<file path="config.mk">
export PLATFORM = sky130hd
export DESIGN_NAME = pds_ctrl
export DESIGN_NICKNAME = d
export VERILOG_FILES = /design/src/rtl/core/pds_pkg.sv /design/src/rtl/core/pds_ctrl.sv
export SDC_FILE = /design/constraint.sdc
export NUM_CORES = 1
export LEC_CHECK = 0
export ABC_AREA = 1
export CAP_MARGIN = 20
export CORE_MARGIN = 5
export CORE_UTILIZATION = 40
export DETAILED_ROUTE_END_ITERATION = 12
export DONT_BUFFER_PORTS = 1
export GPL_TIMING_DRIVEN = 1
export REMOVE_ABC_BUFFERS = 1
export SYNTH_ARGS = -nofsm -noshare
export SYNTH_HDL_FRONTEND = slang
export SYNTH_SLANG_ARGS = --single-unit
</file>
<file path="constraint.sdc">
create_clock -name clk -period 1.4 [get_ports clk]
set_input_delay 0.28 -clock clk [delete_from_list [all_inputs] [get_ports clk]]
set_output_delay 0.28 -clock clk [all_outputs]
set_load 0.05 [all_outputs]
</file>
<file path="src/rtl/core/pds_pkg.sv">
// Shared types and sizes for the pairwise distance sort core.
// No dependencies; imported by every module of the core.
package pds_pkg;

  localparam int MAX_POINTS = 8;
  localparam int MAX_PAIRS  = MAX_POINTS * (MAX_POINTS - 1) / 2;
  localparam int IDX_W      = $clog2(MAX_POINTS);
  localparam int CNT_W      = $clog2(MAX_POINTS + 1);
  localparam int PAIR_W     = $clog2(MAX_PAIRS + 1);
  localparam int PIDX_W     = (MAX_PAIRS > 1) ? $clog2(MAX_PAIRS) : 1;
  localparam int COORD_W    = 16;
  localparam int DSQ_W      = 34;
  localparam int ROOT_W     = 25;
  localparam int RAD_W      = 2 * ROOT_W;
  localparam int REM_W      = ROOT_W + 3;
  localparam int SQC_W      = $clog2(ROOT_W);

  typedef struct packed {
    logic signed [COORD_W-1:0] x;
    logic signed [COORD_W-1:0] y;
    logic signed [COORD_W-1:0] z;
  } point_t;

  typedef struct packed {
    logic [IDX_W-1:0] first;
    logic [IDX_W-1:0] second;
    logic [DSQ_W-1:0] dsq;
  } pair_t;

  typedef struct packed {
    logic store;
    logic final_pt;
    logic rd_pair;
    logic mul;
    logic sum;
    logic ins;
    logic rd_emit;
    logic sqrt_step;
    logic next_k;
  } pds_cmd_t;

  typedef struct packed {
    logic ge2;
    logic pair_last;
    logic sqrt_done;
    logic emit_last;
  } pds_stat_t;

endpackage

</file>
<file path="src/rtl/core/pds_ctrl.sv">
// Controller state machine for the pairwise distance sort core.
// Depends on pds_pkg; sequences pds_datapath through command and status.
module pds_ctrl import pds_pkg::*; (
  input  logic      clk,
  input  logic      rst_n,
  input  logic      in_valid,
  input  logic      in_final_point,
  output logic      in_stall,
  output logic      out_valid,
  input  logic      out_stall,
  input  pds_stat_t stat,
  output pds_cmd_t  cmd
);

  typedef enum logic [7:0] {
    S_LOAD = 8'b0000_0001,
    S_RD   = 8'b0000_0010,
    S_MUL  = 8'b0000_0100,
    S_SUM  = 8'b0000_1000,
    S_INS  = 8'b0001_0000,
    S_ERD  = 8'b0010_0000,
    S_SQRT = 8'b0100_0000,
    S_OUT  = 8'b1000_0000
  } state_t;

  state_t state_r, state_nxt;
  logic   accept, out_take;

  assign in_stall  = (state_r != S_LOAD);
  assign out_valid = (state_r == S_OUT);
  assign accept    = in_valid && !in_stall;
  assign out_take  = out_valid && !out_stall;

  always_comb begin
    cmd           = '0;
    cmd.store     = accept;
    cmd.final_pt  = accept && in_final_point;
    cmd.rd_pair   = (state_r == S_RD);
    cmd.mul       = (state_r == S_MUL);
    cmd.sum       = (state_r == S_SUM);
    cmd.ins       = (state_r == S_INS);
    cmd.rd_emit   = (state_r == S_ERD);
    cmd.sqrt_step = (state_r == S_SQRT);
    cmd.next_k    = out_take && !stat.emit_last;
  end

  always_comb begin
    state_nxt = state_r;
    case (state_r)
      S_LOAD: if (accept && in_final_point && stat.ge2) state_nxt = S_RD;
      S_RD:   state_nxt = S_MUL;
      S_MUL:  state_nxt = S_SUM;
      S_SUM:  state_nxt = S_INS;
      S_INS:  state_nxt = stat.pair_last ? S_ERD : S_RD;
      S_ERD:  state_nxt = S_SQRT;
      S_SQRT: if (stat.sqrt_done) state_nxt = S_OUT;
      S_OUT: begin
        if (out_take) state_nxt = stat.emit_last ? S_LOAD : S_ERD;
      end
      default: state_nxt = S_LOAD;
    endcase
  end

  always_ff @(posedge clk) begin
    if (!rst_n) begin
      state_r <= S_LOAD;
    end else begin
      state_r <= state_nxt;
    end
  end

endmodule
</file>
==> flow_metrics.tcl, run 1 <==
set metrics [dict create \
    cts_tree "done" \
    slew_headroom_pct 80.4 \
    clk_pin_slew_ps 50 \
    cts.sinks 8 \
    top_regs "state_r: 8 flops" \
    synthCells 101 \
    dr.pass1.iters 4 \
    fin_nets 137 \
    coreArea_um2 1350 \
    fin_crit_sh_pct 112 \
    die_w_um 48.5 \
    yosysTopAreaCell "dfxtp_1" \
    worstSetupPathType "register to output port" \
    status "complete, but fails checks" \
    boundaryPins 20 \
    synth_area_um2 593 \
    vias 659 \
    rsz0062_at_grt "true" \
    clk_path_buf_depth 2 \
    grt_first_pass_wirelength_mm 2.82 \
    crit_required_ps 1120 \
    setup_viol 11 \
    antenna_found_initial 0 \
    arrival_ps 1290 \
    violations "negative setup slack" \
    netlist.area_leader.share_pct 27.0 \
    area_growth_pct 63.5 \
    slew_viol_final 0 \
    synth_area_leaders "dfxtp_1, nand2_1, nor2_1" \
    grt_max_degree 7 \
    timing.final.ws_setup_ps -165 \
    top_register "state_r" \
    p_leak_nw 0.542 \
    worst_pin_slew_ps 292 \
    pre_cts_slack_ps 24.9 \
    ant_nets 0 \
    via_per_inst 4.67 \
    synth_area_per_cell_um2 5.87 \
    totalWireLength_mm 1.54 \
    crit_fanout 5 \
    clockRootBuffer "clkbuf_4" \
    largest_reg_flops 8 \
    start_util_pct 43.9 \
    avgRoutedWirePerCell_um 10.9 \
    synthDistinctLibCells 17 \
    num_rows 13 \
    hp-class "input pin to register" \
    die_h_um 48.5 \
    n_antenna_cell 0 \
    synthArstFlopShare_pct 0 \
    synth_commonest_cells "nand2_1, nor2_1, inv_1, inv_2, dfxtp_1" \
    maxCapViolCount 0 \
    fin_crit_ps 1570 \
    grt_pass1_vias 718 \
    final-hold-violation-count 0 \
    grt-ovfl-total 0 \
    synthFlopType "dfxtp_1" \
    cts_htree_levels 1 \
    p_per_area_nw_per_um2 1660 \
    dpl.hpwl_mm 1.11 \
    portBuffers 0 \
    num-fill-cells 101 \
    drc 0 \
    place.gp.congestion 0.767 \
    ys_seq_area_share_pct 27.0 \
    fin_worst_skew_ps 4.84 \
    peakVddDrop_v 0.00171 \
    cts_made_buffers 3 \
    drt_iter0_drc 9 \
    cp-start-kind "register" \
    die_area_um2 2350 \
    synth.most_common_cell "nand2_1" \
    fmax_ghz 0.639 \
    end_kind "output port" \
    synth_warnings 0 \
    drive_gt1_share_pct 56.3 \
    synth-edff-count 0 \
    timing.setup.tns_ps -1330 \
    grt_use_total_pct 14.3 \
    ys_seq_elements 8 \
    clkLatencyLatePin_ps 250 \
]
## worst paths after layout
check / slack, ps / depth (start not counted) / start / endpoint
worst min register to register: 640 / 4 / state_r[3] / state_r[4]
worst max register to register: 30 / 12 / state_r[3] / state_r[0]
worst min-delay path: 120 / 1 / rst_n / state_r[0]
worst max-delay path: -170 / 6 / state_r[3] / cmd[0]
## cell families after synthesis
group	synth area share, %
and+or+nand+nor	51.3
buffers and inverters	17.1
DFF	27.0
AOI/OAI and AO/OA	4.64
## routing by layer
layer / part of all wire, % / vias to the layer above / track usage, %
li1: - / 350 / -
met1: 43 / 289 / 15.9
met2: 51 / 18 / 23.7
met3: 4.6 / 2 / 3.67
met4: 1.4 / 0 / 9.42
met5: 0 / - / 0
## critical path: stages (launching register included)
cell     delay, ps
dfxtp_2        330
inv_2           70
nand2_4         60
nor2_4         190
nand2_4        100
nor3_4         120
buf_6          170
## layout make-up
type,instances,area [um^2],share of cell area (%)
Clock buffer,3,22.5,2.32
Inverter,25,93.8,9.68
Multi-Input combinational cell,67,394,40.6
Sequential cell,8,166,17.2
Tap cell,15,18.8,1.94
Timing Repair Buffer,23,274,28.3
## cell usage in the layout (no fill, tap or decap)
cell type and n:
dfxtp_1 3, nand3_1 5, o21ai_0 1, nor2_2 6, nor3_2 1, a21oi_1 1
nand2_1 22, nor2_4 4, inv_1 11, buf_6 5, nand3b_1 1, buf_4 11
o31ai_2 1, nand2_4 4, clkbuf_4 3, inv_2 14, o21ai_2 1, buf_12 6
nor3_4 1, nor2_1 10, nand4_1 1, dfxtp_2 5, nand2_2 8, buf_8 1
## power by group
part / switching, W / total [W] / leakage (nW) / internal [W]
combinational: 0.000692 / 0.00113 / 0.462 / 0.000434
sequential: 0.0000371 / 0.000311 / 0.0666 / 0.000274
clock: 0.0000708 / 0.000168 / 0.0138 / 0.0000976
total: 0.000799 / 0.00161 / 0.542 / 0.000806
## per-stage QoR
stage	utilization (%)	cells	area (um^2)	power, W	hold slack [ps]
3_5_place_dp	56.4	126	762	0.00117	369
5_1_grt	71.8	141	970	0.00174	107
2_1_floorplan	-	100	586	0.000975	364
3_3_place_gp	56.4	126	762	0.00116	371
4_1_cts	67.1	138	906	0.00154	112
6_report	71.8	141	970	0.00161	115
## what timing repair did
action / CTS / global route
setup buffers: 9 / 4
setup endpoints to repair: 11 / 13
cloned: 0 / 0
pin swaps: 7 / 9
hold buffers: 0 / 0
gates resized for setup: 20 / 16
(Power assumes the default switching activity.)
==> inputs of run 2 (changes only) <==
--- a/config.mk
+++ b/config.mk
@@ -6,13 +6,17 @@
 export NUM_CORES = 1
 export LEC_CHECK = 0
 export ABC_AREA = 1
-export CAP_MARGIN = 20
+export CAP_MARGIN = 30
+export CELL_PAD_IN_SITES_DETAIL_PLACEMENT = 0
+export CELL_PAD_IN_SITES_GLOBAL_PLACEMENT = 1
 export CORE_MARGIN = 5
-export CORE_UTILIZATION = 40
+export CORE_UTILIZATION = 38
 export DETAILED_ROUTE_END_ITERATION = 12
 export DONT_BUFFER_PORTS = 1
 export GPL_TIMING_DRIVEN = 1
+export PLACE_DENSITY_LB_ADDON = 0.1
 export REMOVE_ABC_BUFFERS = 1
+export SKIP_CTS_REPAIR_TIMING = 1
 export SYNTH_ARGS = -nofsm -noshare
 export SYNTH_HDL_FRONTEND = slang
 export SYNTH_SLANG_ARGS = --single-unit
==> run 2 against run 1 <==
Net effect:
- the run still ends with negative setup slack left
- sequential power is essentially flat
- design area shrank 4.8%
- sequential cell count is the same
- worst setup slack lost 20 ps
- via count shrank 0.76%
- combinational power is essentially flat
- largest cell class unchanged
==> flow_metrics.tcl, run 2 (synthesis gave the netlist of run 1 again) <==
set metrics [dict create \
    clkPwrFrac_pct 11.1 \
    vias 654 \
    p_per_area_nw_per_um2 1710 \
    crit_required_ps 1120 \
    slew_viol_final 0 \
    p_int_w 0.000760 \
    portBuffers 0 \
    top_register "state_r" \
    area_growth_pct 55.7 \
    mostFrequentLayoutCell "nand2_1" \
    start_util_pct 39.8 \
    via_per_inst 4.84 \
    pre_cts_slack_ps -6.12 \
    comb_power_share_pct 69.3 \
    place.gp.congestion 0.801 \
    end_kind "output port" \
    antenna_found_initial 0 \
    totalWireLength_mm 1.59 \
    setup_viol 10 \
    drt_iter0_drc 20 \
    die_w_um 49.5 \
    cp_cell_sequence "nor2_4 > nand2_2 > inv_2 > nand2_4 > nor3_4 > buf_6" \
    peakVddDrop_v 0.00132 \
    rsz0062_at_grt "true" \
    hold_slack_ps 109 \
    timing.setup.tns_ps -1320 \
    slew_headroom_pct 80.2 \
    top_regs "state_r: 8 flops" \
    place_area_um2 763 \
    cts_made_buffers 3 \
    ant_nets 0 \
    clk_pin_slew_ps 50 \
    grt_pass1_vias 604 \
    final_util_pct 62.0 \
    power_switching_w 0.000822 \
    cts_tree "done" \
    seq_power_share_pct 19.6 \
    p_leak_nw 0.512 \
    fin_crit_sh_pct 113 \
    n_antenna_cell 0 \
    grt_max_degree 7 \
    coreArea_um2 1490 \
    grt_use_total_pct 12.6 \
    maxCapViolCount 0 \
    hp-class "input pin to register" \
    dr.pass1.iters 6 \
    layout_common_cells "nand2_1, inv_2, inv_1, nor2_1, nand2_2" \
    cp-start-kind "register" \
    clkLatencyLatePin_ps 250 \
    boundaryPins 20 \
    num-fill-cells 130 \
    worst-path-buf-inv 2 \
    grt_first_pass_wirelength_mm 2.39 \
    fin_crit_ps 1580 \
    cts_htree_levels 1 \
    dpl.hpwl_mm 1.16 \
    crit_fanout 4 \
    worstSetupPathType "register to output port" \
    drc 0 \
    avgRoutedWirePerCell_um 11.8 \
    violations "negative setup slack" \
    clk_path_buf_depth 2 \
    largest_reg_flops 8 \
    fin_nets 130 \
    status "complete, but fails checks" \
    switching_share_pct 52.0 \
    final-hold-violation-count 0 \
    fin_worst_skew_ps 2.18 \
    fin_area_um2 923 \
    timing.final.ws_setup_ps -185 \
    die_area_um2 2450 \
    arrival_ps 1300 \
    fmax_ghz 0.631 \
    slowest_delay_ps 360 \
    num_rows 14 \
    grt-ovfl-total 0 \
    drive_gt1_share_pct 51.3 \
    path_delay_family "simple AND/OR/NAND/NOR gates" \
    worst_pin_slew_ps 295 \
    slowest_stage "dfxtp_4" \
    cts.sinks 8 \
    clockRootBuffer "clkbuf_4" \
    die_h_um 49.5 \
]
-- run 2: layout make-up --
type / count / area (um^2) / area share [%]
Sequential cell: 8 / 173 / 18.7
Timing Repair Buffer: 16 / 218 / 23.6
Multi-Input combinational cell: 67 / 397 / 43.0
Inverter: 25 / 93.8 / 10.2
Clock buffer: 3 / 22.5 / 2.44
Tap cell: 16 / 20.0 / 2.17
-- run 2: final timing paths --
check | from | slack, ps | endpoint | cells after the start
worst max-delay path | state_r[6] | -180 | cmd[7] | 6
worst min-delay path | rst_n | 110 | state_r[0] | 1
worst max register to register | state_r[6] | 40 | state_r[0] | 12
worst min register to register | state_r[3] | 590 | state_r[4] | 4
-- run 2: power groups by stage --
stage / clock [W] / combinational [W] / sequential, W
3_3_place_gp: 0 / 0.000868 / 0.000300
5_1_grt: 0.000197 / 0.00120 / 0.000315
2_1_floorplan: 0 / 0.000679 / 0.000296
6_report: 0.000175 / 0.00110 / 0.000311
3_5_place_dp: 0 / 0.000869 / 0.000300
4_1_cts: 0.000180 / 0.000874 / 0.000295
-- run 2: stage by stage --
stage                     total power, W  cells
after floorplan                 0.000975    100
after global placement           0.00117    127
after detailed placement         0.00117    127
after CTS                        0.00135    130
after global routing             0.00171    135
final                            0.00158    135
-- run 2: layer usage --
metal / track usage (%) / wire length, um / part of all wire [%]
met1: 16.0 / 698 / 44
met2: 17.2 / 748 / 47
met3: 4.22 / 80 / 5.0
met4: 10.0 / 67 / 4.2
met5: 0 / 0 / 0
==> inputs of run 3 (changes only) <==
--- a/config.mk
+++ b/config.mk
@@ -14,6 +14,7 @@
 export DETAILED_ROUTE_END_ITERATION = 12
 export DONT_BUFFER_PORTS = 1
 export GPL_TIMING_DRIVEN = 1
+export MAX_ROUTING_LAYER = met4
 export PLACE_DENSITY_LB_ADDON = 0.1
 export REMOVE_ABC_BUFFERS = 1
 export SKIP_CTS_REPAIR_TIMING = 1
==> run 3 against run 2 <==
Net effect:
- critical path type unchanged
- highest routed layer unchanged
- die area stayed put
- global-route usage is 0.34 points higher
- first-iteration DRC count stayed put
- hold slack better by 0.85 ps
- worst setup slack better by 2.2 ps
- register-to-register slack hardly changed
- critical endpoint unchanged
- sequential cell count stayed put
- non-clock buffer count stayed put
- clock power hardly changed
- design area stayed put
- combinational power hardly changed
- sequential share of layout area stayed put
- the run still ends with negative setup slack left
==> flow_metrics.tcl, run 3 (synthesis gave the netlist of run 1 again) <==
set metrics [dict create \
    layout_common_cells "nand2_1, inv_2, inv_1, nor2_1, nand2_2" \
    fin_worst_skew_ps 2.16 \
    grt-ovfl-total 0 \
    top_regs "state_r: 8 flops" \
    boundaryPins 20 \
    r2r_cells 12 \
    power_switching_w 0.000821 \
    switching_share_pct 51.9 \
    pre_cts_slack_ps -6.12 \
    num_rows 14 \
    totalWireLength_mm 1.60 \
    rsz0062_at_grt "true" \
    hp-class "input pin to register" \
    r2r_slack_ps 40 \
    fmax_ghz 0.632 \
    clk_path_buf_depth 2 \
    clockRootBuffer "clkbuf_4" \
    final-hold-violation-count 0 \
    p_int_w 0.000760 \
    peakVddDrop_v 0.00132 \
    ant_nets 0 \
    mostFrequentLayoutCell "nand2_1" \
    timing.final.ws_setup_ps -183 \
    comb_power_share_pct 69.3 \
    dpl.hpwl_mm 1.16 \
    grt_max_degree 7 \
    grt_pass1_vias 605 \
    cts_htree_levels 1 \
    arrival_ps 1300 \
    violations "negative setup slack" \
    cts.sinks 8 \
    cp-start-kind "register" \
    cts_made_buffers 3 \
    slew_headroom_pct 80.2 \
    stdcell_count 135 \
    crit_path_start "state_r[6]" \
    largest_reg_flops 8 \
    die_h_um 49.5 \
    r2r_start "state_r[6]" \
    worstSetupPathType "register to output port" \
    drc 0 \
    dr.pass1.iters 6 \
    clkPwrFrac_pct 11.0 \
    clkLatencyLatePin_ps 250 \
    n_antenna_cell 0 \
    hold_slack_ps 110 \
    start_util_pct 39.8 \
    crit_fanout 4 \
    die_w_um 49.5 \
    crit_required_ps 1120 \
    r2r_end "state_r[0]" \
    slew_viol_final 0 \
    die_area_um2 2450 \
    seq_power_share_pct 19.7 \
    grt_use_total_pct 13.0 \
    status "complete, but fails checks" \
    fin_crit_ps 1580 \
    via_per_inst 4.84 \
    grt_first_pass_wirelength_mm 2.39 \
    p_leak_nw 0.512 \
    fin_nets 130 \
    endpoint "cmd[7]" \
    area_growth_pct 55.7 \
    avgRoutedWirePerCell_um 11.8 \
    place_inst 127 \
    antenna_found_initial 0 \
    fin_crit_sh_pct 113 \
    drive_gt1_share_pct 51.3 \
    cts_tree "done" \
    p_per_area_nw_per_um2 1710 \
    end_kind "output port" \
    vias 653 \
    portBuffers 0 \
    maxCapViolCount 0 \
    worst_pin_slew_ps 295 \
    finalPower_w 0.00158 \
    top_register "state_r" \
    setup_viol 10 \
    place.gp.congestion 0.813 \
    coreArea_um2 1490 \
    clk_pin_slew_ps 50 \
    drt_iter0_drc 20 \
]
run 3: power groups by stage:
stage / clock (W) / combinational (W) / sequential, W
global route: 0.000197 / 0.00120 / 0.000315
floorplan: 0 / 0.000679 / 0.000296
finish: 0.000175 / 0.00110 / 0.000311
detailed placement: 0 / 0.000869 / 0.000300
CTS: 0.000180 / 0.000874 / 0.000295
global placement: 0 / 0.000868 / 0.000300
run 3: worst max-delay path, stage by stage, from the launching register on:
cell,delay [ps]
dfxtp_4,360
nor2_4,130
nand2_2,70
inv_2,70
nand2_4,70
nor3_4,170
buf_6,180
run 3: routing by layer:
metal  track usage [%]  part of all wire (%)  up-vias
li1                  -                     -      332
met1              16.1                    44      286
met2              17.2                    47       27
met3              3.92                   4.8        8
met4              10.0                   4.2        0
met5                 -                     0        -
run 3: how the worst min path moves through the flow:
| stage | startpoint | endpoint | slack (ps) | cells after the start |
|---|---|---|---|---|
| CTS | rst_n | state_r[0] | 110 | 1 |
| global route | rst_n | state_r[0] | 110 | 1 |
| detailed placement | rst_n | state_r[0] | 370 | 1 |
| finish | rst_n | state_r[0] | 110 | 1 |
| floorplan | rst_n | state_r[0] | 360 | 1 |
| global placement | rst_n | state_r[0] | 370 | 1 |
run 3: final cells by class:
| type | instances | area [um^2] |
|---|---|---|
| Fill cell | 130 | 566 |
| Multi-Input combinational cell | 67 | 397 |
| Timing Repair Buffer | 16 | 218 |
| Sequential cell | 8 | 173 |
| Inverter | 25 | 93.8 |
| Clock buffer | 3 | 22.5 |
| Tap cell | 16 | 20.0 |
run 3: stage by stage:
| step | TNS (ps) | util (%) | instance area, um^2 |
|---|---|---|---|
| detailed placement | -6.12 | 51.3 | 763 |
| global route | -2190 | 62.0 | 923 |
| floorplan | -1790 | - | 586 |
| finish | -1310 | 62.0 | 923 |
| global placement | 0 | 51.3 | 763 |
| CTS | -1870 | 52.8 | 786 |
